**src/rtl/core/kpl_pkg.sv**
```systemverilog
// ----------------------------------------------------------------------------
// kpl_pkg
// Shared types and constants for the keypad PIN entry lock: key codes,
// result event codes, ladder thresholds and the key classifier.
// ----------------------------------------------------------------------------
package kpl_pkg;

   localparam int unsigned LEVEL_W = 10;
   localparam int unsigned DIGIT_W = 4;
   localparam int unsigned PIN_W   = 16;

   // resistor ladder thresholds
   localparam logic [LEVEL_W-1:0] LVL_RIGHT  = 10'd50;
   localparam logic [LEVEL_W-1:0] LVL_UP     = 10'd150;
   localparam logic [LEVEL_W-1:0] LVL_DOWN   = 10'd300;
   localparam logic [LEVEL_W-1:0] LVL_LEFT   = 10'd600;
   localparam logic [LEVEL_W-1:0] LVL_SELECT = 10'd900;

   localparam logic [DIGIT_W-1:0] DIGIT_BLANK = 4'd10;
   localparam logic [DIGIT_W-1:0] DIGIT_MAX   = 4'd9;
   localparam logic [PIN_W-1:0]   PIN_RESET   = 16'h1973;

   typedef enum logic [2:0] {
      KEY_NONE   = 3'd0,
      KEY_RIGHT  = 3'd1,
      KEY_UP     = 3'd2,
      KEY_DOWN   = 3'd3,
      KEY_LEFT   = 3'd4,
      KEY_SELECT = 3'd5
   } key_type;

   typedef enum logic [1:0] {
      EVT_NONE     = 2'd0,
      EVT_ACCEPT   = 2'd1,
      EVT_REJECT   = 2'd2,
      EVT_RELOCK   = 2'd3
   } evt_type;

   function automatic key_type classify_key(input logic [LEVEL_W-1:0] level);
      key_type key;
      if (level < LVL_RIGHT) begin
         key = KEY_RIGHT;
      end else if (level < LVL_UP) begin
         key = KEY_UP;
      end else if (level < LVL_DOWN) begin
         key = KEY_DOWN;
      end else if (level < LVL_LEFT) begin
         key = KEY_LEFT;
      end else if (level < LVL_SELECT) begin
         key = KEY_SELECT;
      end else begin
         key = KEY_NONE;
      end
      return key;
   endfunction

endpackage

```
**src/rtl/core/keypad_pin_entry_lock_core.sv**
```systemverilog
// ----------------------------------------------------------------------------
// keypad_pin_entry_lock_core
// PIN entry lock driven by key presses from a resistor-ladder keypad.
// ----------------------------------------------------------------------------
// Each request is one key press, given as a 10-bit ladder level. The level is
// classified into right, up, down, left, select or none. While locked, up and
// down step the digit under the cursor (0..9, wrapping), right and left move
// the cursor, and select at the last position checks the entry against
// csr_pin_code (BCD, first digit in the top nibble). A match opens the lock, a
// mismatch blanks the entry. While open, only select relocks. Every request
// gives exactly one response with the lock state, the key, the cursor and the
// digits shown. A request is registered on entry and its response is
// registered when the response register is free or being taken, so a
// stalled response holds the request; one request can be taken every cycle
// while responses are taken, and the limit is the update of the entry state.
// Write the PIN only while no request is in flight.
module keypad_pin_entry_lock_core #(
   parameter int unsigned PIN_DIGITS = 4
) (
   input  logic                          clock,
   input  logic                          reset,
   input  logic                          csr_valid,
   output logic                          csr_ready,
   input  logic [kpl_pkg::PIN_W-1:0]     csr_pin_code,
   input  logic                          req_valid,
   output logic                          req_ready,
   input  logic [kpl_pkg::LEVEL_W-1:0]   req_key_level,
   output logic                          rsp_valid,
   input  logic                          rsp_ready,
   output logic                          rsp_lock_open,
   output logic [2:0]                    rsp_key_code,
   output logic [1:0]                    rsp_cursor_pos,
   output logic [kpl_pkg::DIGIT_W-1:0]   rsp_shown_digit_0,
   output logic [kpl_pkg::DIGIT_W-1:0]   rsp_shown_digit_1,
   output logic [kpl_pkg::DIGIT_W-1:0]   rsp_shown_digit_2,
   output logic [kpl_pkg::DIGIT_W-1:0]   rsp_shown_digit_3,
   output logic [1:0]                    rsp_event_code
);
   import kpl_pkg::*;

   localparam int unsigned CUR_W = (PIN_DIGITS > 1) ? $clog2(PIN_DIGITS) : 1;
   localparam logic [CUR_W-1:0] CUR_LAST = CUR_W'(PIN_DIGITS - 1);
   localparam int unsigned SHOWN = 4;

   logic [PIN_W-1:0]   pin_ff;

   logic               in_valid_ff;
   logic [LEVEL_W-1:0] in_level_ff;
   logic               advance;

   logic               unlocked_ff, unlocked_in;
   logic [CUR_W-1:0]   cursor_ff, cursor_in;
   logic [DIGIT_W-1:0] edit_ff, edit_in;
   logic [DIGIT_W-1:0] entry_ff [PIN_DIGITS];
   logic [DIGIT_W-1:0] entry_in [PIN_DIGITS];

   key_type            key;
   evt_type            evt;
   logic [DIGIT_W-1:0] shown_in [SHOWN];

   logic               rsp_valid_ff;
   logic               lock_open_ff;
   logic [2:0]         key_code_ff;
   logic [1:0]         cursor_pos_ff;
   logic [DIGIT_W-1:0] shown_ff [SHOWN];
   logic [1:0]         event_code_ff;

   // expected nibble for entry position k; digits beyond the register are 0
   function automatic logic [DIGIT_W-1:0] pin_nibble(input logic [PIN_W-1:0] pin,
                                                     input int unsigned k);
      int unsigned sh;
      logic [PIN_W-1:0] tmp;
      sh  = DIGIT_W * (PIN_DIGITS - 1 - k);
      tmp = (sh < PIN_W) ? (pin >> sh) : '0;
      return tmp[DIGIT_W-1:0];
   endfunction

   assign csr_ready = 1'b1;
   assign advance   = in_valid_ff && (!rsp_valid_ff || rsp_ready);
   assign req_ready = !in_valid_ff || advance;

   always_comb begin
      logic check;
      logic match;
      key         = classify_key(in_level_ff);
      evt         = EVT_NONE;
      unlocked_in = unlocked_ff;
      cursor_in   = cursor_ff;
      edit_in     = edit_ff;
      entry_in    = entry_ff;
      check       = 1'b0;
      match       = 1'b1;
      if (unlocked_ff) begin
         if (key == KEY_SELECT) begin
            unlocked_in = 1'b0;
            cursor_in   = '0;
            edit_in     = '0;
            for (int k = 0; k < PIN_DIGITS; k++) entry_in[k] = DIGIT_BLANK;
            evt = EVT_RELOCK;
         end
      end else begin
         case (key)
            KEY_UP: begin
               edit_in = (edit_ff < DIGIT_MAX) ? edit_ff + 4'd1 : 4'd0;
            end
            KEY_DOWN: begin
               edit_in = (edit_ff > 4'd0) ? edit_ff - 4'd1 : DIGIT_MAX;
            end
            KEY_RIGHT: begin
               if (cursor_ff < CUR_LAST) begin
                  cursor_in = cursor_ff + 1'b1;
                  edit_in   = '0;
               end
            end
            KEY_LEFT: begin
               if (cursor_ff != '0) begin
                  // leaving digit is stored; recall the one to the left
                  entry_in[cursor_ff] = edit_ff;
                  cursor_in           = cursor_ff - 1'b1;
                  edit_in             = entry_ff[cursor_in];
               end
            end
            KEY_SELECT: begin
               check = (cursor_ff == CUR_LAST);
            end
            default: begin
            end
         endcase
         // digit under the cursor always follows the edit digit
         entry_in[cursor_ff] = (key == KEY_RIGHT) ? edit_ff : entry_in[cursor_ff];
         entry_in[cursor_in] = edit_in;
         for (int k = 0; k < PIN_DIGITS; k++) begin
            if (entry_in[k] != pin_nibble(pin_ff, k)) match = 1'b0;
         end
         if (check) begin
            if (match) begin
               unlocked_in = 1'b1;
               evt         = EVT_ACCEPT;
            end else begin
               cursor_in = '0;
               edit_in   = '0;
               for (int k = 0; k < PIN_DIGITS; k++) entry_in[k] = DIGIT_BLANK;
               evt = EVT_REJECT;
            end
         end
      end
      for (int k = 0; k < SHOWN; k++) begin
         shown_in[k] = (k < PIN_DIGITS) ? entry_in[k] : DIGIT_BLANK;
      end
   end

   always_ff @(posedge clock) begin
      if (reset) begin
         pin_ff       <= PIN_RESET;
         in_valid_ff  <= 1'b0;
         rsp_valid_ff <= 1'b0;
         unlocked_ff  <= 1'b0;
         cursor_ff    <= '0;
         edit_ff      <= '0;
         for (int k = 0; k < PIN_DIGITS; k++) entry_ff[k] <= DIGIT_BLANK;
      end else begin
         if (csr_valid && csr_ready) pin_ff <= csr_pin_code;
         if (req_ready) in_valid_ff <= req_valid;
         if (advance) begin
            rsp_valid_ff <= 1'b1;
            unlocked_ff  <= unlocked_in;
            cursor_ff    <= cursor_in;
            edit_ff      <= edit_in;
            entry_ff     <= entry_in;
         end else if (rsp_ready) begin
            rsp_valid_ff <= 1'b0;
         end
      end
   end

   always_ff @(posedge clock) begin
      if (req_valid && req_ready) in_level_ff <= req_key_level;
      if (advance) begin
         lock_open_ff  <= unlocked_in;
         key_code_ff   <= key;
         cursor_pos_ff <= 2'(cursor_in);
         shown_ff      <= shown_in;
         event_code_ff <= evt;
      end
   end

   assign rsp_valid         = rsp_valid_ff;
   assign rsp_lock_open     = lock_open_ff;
   assign rsp_key_code      = key_code_ff;
   assign rsp_cursor_pos    = cursor_pos_ff;
   assign rsp_shown_digit_0 = shown_ff[0];
   assign rsp_shown_digit_1 = shown_ff[1];
   assign rsp_shown_digit_2 = shown_ff[2];
   assign rsp_shown_digit_3 = shown_ff[3];
   assign rsp_event_code    = event_code_ff;

endmodule

```
**config.mk**
```make
export PLATFORM = sky130hd
export DESIGN_NAME = keypad_pin_entry_lock_core
export DESIGN_NICKNAME = d
export VERILOG_FILES = /design/src/rtl/core/kpl_pkg.sv /design/src/rtl/core/keypad_pin_entry_lock_core.sv
export SDC_FILE = /design/constraint.sdc
export NUM_CORES = 1
export LEC_CHECK = 0
export BUFFER_PORTS_ARGS = -buffer_cell sky130_fd_sc_hd__buf_2
export CORE_UTILIZATION = 40
export DETAILED_ROUTE_END_ITERATION = 10
export GPL_ROUTABILITY_DRIVEN = 0
export PLACE_DENSITY_LB_ADDON = 0.15
export SYNTH_ARGS = -nofsm -noshare
export SYNTH_HDL_FRONTEND = slang
export SYNTH_SLANG_ARGS = --single-unit
```
**constraint.sdc**
```tcl
create_clock -name clock -period 13.3 [get_ports clock]
set_input_delay 0.665 -clock clock [delete_from_list [all_inputs] [get_ports clock]]
set_output_delay 0.665 -clock clock [all_outputs]
set_load 0.01 [all_outputs]
```
---- Word-level counts from Yosys, hierarchy flattened ----
Cells that the tools add are included.
word-level totals
  bits of input ports ..................... 31
  logic and storage cells ................. 122
  memories kept ........................... 0
  bits in registers ....................... 75
  output and inout port bits .............. 27
  bits in read-only memories .............. 0
  RAM bits ................................ 0
  latch bits .............................. 0
operators by class
  div/mod/pow operators ................... 0
  bitwise gates (word level) .............. 3
  shift operators ......................... 0
  $lt $le $gt $ge ......................... 13
  reductions and logical operators ........ 11
  equality and inequality tests ........... 11
  mux-type cells .......................... 61
  multipliers ............................. 0
  add/sub/neg operators ................... 4
operator list
  operator                                                       number
  2-to-1 mux 16 bit                                              7
  2-to-1 mux 4 bit                                               16
  bitwise mux 16 bit                                             3
  2-to-1 mux 2 bit                                               11
  less-than comparator 10 bit, second input constant             2
  binary-select mux 4 bit (select 2 bit)                         2
  demux 4 bit (select 2 bit)                                     2
  != test 4 bit                                                  4
  one-hot mux 4 bit (4 select lines)                             1
  2-to-1 mux 3 bit                                               5
  2-to-1 mux 1 bit                                               13
  less-than comparator 10 x 6 -> 1 bit, second input constant    1
  less-than comparator 10 x 8 -> 1 bit, second input constant    1
  less-than comparator 10 x 9 -> 1 bit, second input constant    1
  greater-or-equal comparator 3 bit, second input constant       3
  inverter 2 -> 3 bit                                            3
  == test 3 x 2 -> 1 bit, second input constant                  2
  == test 3 bit, second input constant                           2
  less-than comparator 3 x 1 -> 1 bit, second input constant     2
  adder 4 x 1 -> 4 bit, second input constant                    1
  greater-than comparator 4 x 1 -> 1 bit, second input constant  1
  logical AND 1 bit                                              4
  less-than comparator 4 bit, second input constant              1
  one-hot mux 2 bit (2 select lines)                             1
  other kinds (11)                                               14

---- Longest topological paths before layout ----
  depth after elaboration ................. 24
  depth in mapped cells ................... 18
  mapped depth without buffers ............ 14

---- Least setup slack after synthesis ----
No wires, ideal clock.
  path kind ............................... register to register
  start point ............................. register cursor_ff[1]
  end point ............................... register shown_ff, in the netlist rsp_shown_digit_1[3], data pin
  setup time .............................. 0.261 ns
  buffers on the path ..................... 4
  cell stages (with the launch flop) ...... 18
  period minus slack after synthesis ...... 4.264 ns
  data required time ...................... 13.039 ns
  path slack .............................. 9.036 ns
  data arrival time ....................... 4.003 ns
  cell sequence ........................... dfxtp_1 -> clkbuf_1 -> inv_1 -> ha_1 -> clkbuf_1 -> nand2b_1 -> o31a_1 -> a221oi_2 -> o21ai_1 -> mux2_2 -> xnor2_1 -> a21oi_1 -> or4b_1 -> o41a_1 -> and2_1 -> buf_6 -> buf_6 -> o32a_1
RTL lines
  item                    RTL line                           RTL
  from (decl)             keypad_pin_entry_lock_core.sv:52   logic [CUR_W-1:0] cursor_ff, cursor_in;
  from (signal assigned)  keypad_pin_entry_lock_core.sv:167  cursor_ff <= cursor_in;
  to (signal assigned)    keypad_pin_entry_lock_core.sv:182  shown_ff <= shown_in;
  to (decl)               keypad_pin_entry_lock_core.sv:65   logic [DIGIT_W-1:0] shown_ff [SHOWN];

==> run metrics <==
Static Leak=1.83 nW; ys flop type=dfxtp_1; die height=110 um; Critical Path Most Common Cell=o21ai_1; vias per cell=6.41; post-synth top area share=21.4%; Yosys top cell by area=edfxtp_1; Tmin final=5.79 ns; CP Cell Sequence=clkinv_1, ha_1, nand2b_1, o41ai_1, o21ai_1, o21ai_1, mux2_2, xnor2_1, a21oi_1, or4b_1, o41a_1, and2_1, buf_4, o32ai_1; Top Layer Used=met4; vias in the first global route=3786; Hold Slack=0.502 ns; # fillers=1095; hold-critical path depth=1; max-slew violations=0; CTS tree=done; Crit Reg-Reg Endpoint=rsp_shown_digit_3[2]; via count=4319; maxcap violations=0; unrepaired setup endpoints after global routing=no; Commonest cells post-synth=nand2_1, dfxtp_1, nor2_1; Synth async-reset ratio=0%; number of port buffers=55; CTS sink count=74; worst r2r src=cursor_ff[0]; wire length of the first global-routing pass=21300 um; clock root cell=clkbuf_16; Die Span X=110 um; total CTS buffers=9; Initial DRC Count=463; Layout area overhead=12.2%; Core ar.=0.0111 sq mm; Detailed Place HPWL=9750 um; Routed WL=13500 um; VDD IR max=0.0536 mV; startpoint class of the critical path=flip-flop; starting density of the core=41.8%; setup violators final=0; Hold Fails Final Rpt=0; layout cells sized above 1=17.4%; met2 WL post-DR=5780 um; Crit Path Category=flip-flop to flip-flop; Slowest-stage cell, CP=dfxtp_1; Ant. Diodes=0; status=complete, no violations; Max Root-Sink Buffers=2; Setup crit end kind=flip-flop; Post-Syn Instances=494; yosys warns=0; htree depth=3; count leader, synth=nand2_1; Post-synth EDFFs=33; Mean Syn Cell Area=9.37 sq um; largest net degree at the start of global routing=27; # rows=38; Routed Antenna Nets=0; r2r setup slk=7.51 ns; final core occ=46.9%; worst skew pair latency=0.34 ns; clock slew at reported path FFs=0.05 ns; Cell Area, Synth=0.00463 sq mm; top cells by area, synth=edfxtp_1, dfxtp_1, mux2i_1; initial antenna violation count=0; CTS Hold Bufs=0; met1 WL=6220 um; IO Count=58; cells resized by post-CTS repair=0; Fin Clk Skew=0.00809 ns; slowest stage delay, CP=0.74 ns; fin nets=567; post-synthesis sequential area ratio=39.1%; reg2reg path depth=14; wire length per cell=20.0 um; crit-path max FO=24; family with the most delay on the worst path=compound AO/OA/AOI/OAI gates; normalized max-slew margin=30.6%; worst hold endpoint=in_level_ff[1]; GRT Util Overall=23.7%; DRT Pass-1 Iters=5; Final TNS setup=0 ns; global route total overflow=0; min-delay src=req_key_level[1]; Worst EP required=13.42 ns; Pwr Density=104 mW/mm^2; Worst-Margin Slew=1.04 ns; Final Cycle Share=43.6%; Fmax=173 MHz; Syn Nets=532; Seq cells post-synth=74; Setup Buffers After CTS=0; synth unique cells=74; CP bufs+invs=2; Hold Crit Class=primary input to flip-flop; Die Area=0.0120 sq mm; Post-route DRC=0; metal3 WL=1160 um; critical path data arrival time=5.92 ns
==> state kept, by name, summed over array words and instances (netlist names) <==
signal / flops
rsp_key_code: 3
rsp_shown_digit_0: 4
rsp_shown_digit_2: 4
in_valid_ff: 1
rsp_cursor_pos: 2
rsp_event_code: 2
edit_ff: 4
entry_ff: 16
pin_ff: 16
rsp_lock_open: 1
rsp_valid: 1
in_level_ff: 9
rsp_shown_digit_3: 4
rsp_shown_digit_1: 4
unlocked_ff: 1
cursor_ff: 2
==> cell usage in the layout (no fill, tap or decap), types with 12 or more instances in the layout <==
| master | count |
|---|---|
| a21oi_1 | 24 |
| buf_2 | 55 |
| nor2_1 | 41 |
| nand2_1 | 43 |
| dfxtp_1 | 41 |
| o32a_1 | 16 |
| nor3_1 | 12 |
| o31ai_1 | 12 |
| o21ai_0 | 21 |
| edfxtp_1 | 33 |
| o32ai_1 | 13 |
| mux2i_1 | 23 |
| inv_1 | 14 |
==> metrics by stage <==
stage          cells  worst slack, ns  instance area [sq um]  total power, W
2_1_floorplan    494             9.04                   4630        0.000303
3_3_place_gp     658             7.67                   4930        0.000322
3_5_place_dp     658             7.60                   4930        0.000323
4_1_cts          674             7.57                   5200        0.000543
5_1_grt          674             7.15                   5200        0.000561
6_report         674             7.51                   5200        0.000539
==> logic make-up after synthesis <==
family	Yosys count	synth area share, %
fa+ha+maj	7	1.89
simple gates	142	14.4
compound gates	171	28.0
other cells	1	0.0810
buf+inv	50	4.97
flops	74	39.1
xor+xnor	14	2.65
mux	35	8.86
==> how the worst max path moves through the flow <==
stage,cells after the start,startpoint,slack [ns],endpoint
after floorplan,17,cursor_ff[1],9.04,rsp_shown_digit_1[3]
after global placement,15,cursor_ff[0],7.67,rsp_cursor_pos[0]
after detailed placement,15,cursor_ff[0],7.60,rsp_shown_digit_3[2]
after CTS,15,cursor_ff[0],7.57,rsp_shown_digit_3[2]
after global routing,14,cursor_ff[0],7.15,rsp_shown_digit_2[0]
final,14,cursor_ff[0],7.51,rsp_shown_digit_3[2]
==> area by class of cell <==
type	count	area (sq um)	share of cell area (%)
Clock buffer	15	258	4.96
Clock inverter	1	5.00	0.0963
Inverter	16	60.1	1.16
Multi-Input combinational cell	370	2590	49.8
Sequential cell	74	1810	34.9
Tap cell	140	175	3.37
Timing Repair Buffer	58	298	5.73
==> layer usage <==
metal	up-vias	global-route usage (%)
met3	31	4.27
met1	2051	35.4
li1	2003	-
met4	0	7.71
met5	-	0
met2	234	34.1
==> power breakdown <==
part | switching, W | internal [W] | leakage (nW)
logic | 0.0000369 | 0.0000243 | 1.07
registers | 0.0000107 | 0.000247 | 0.636
clock network | 0.0000885 | 0.000131 | 0.128
(Power assumes the default switching activity.)
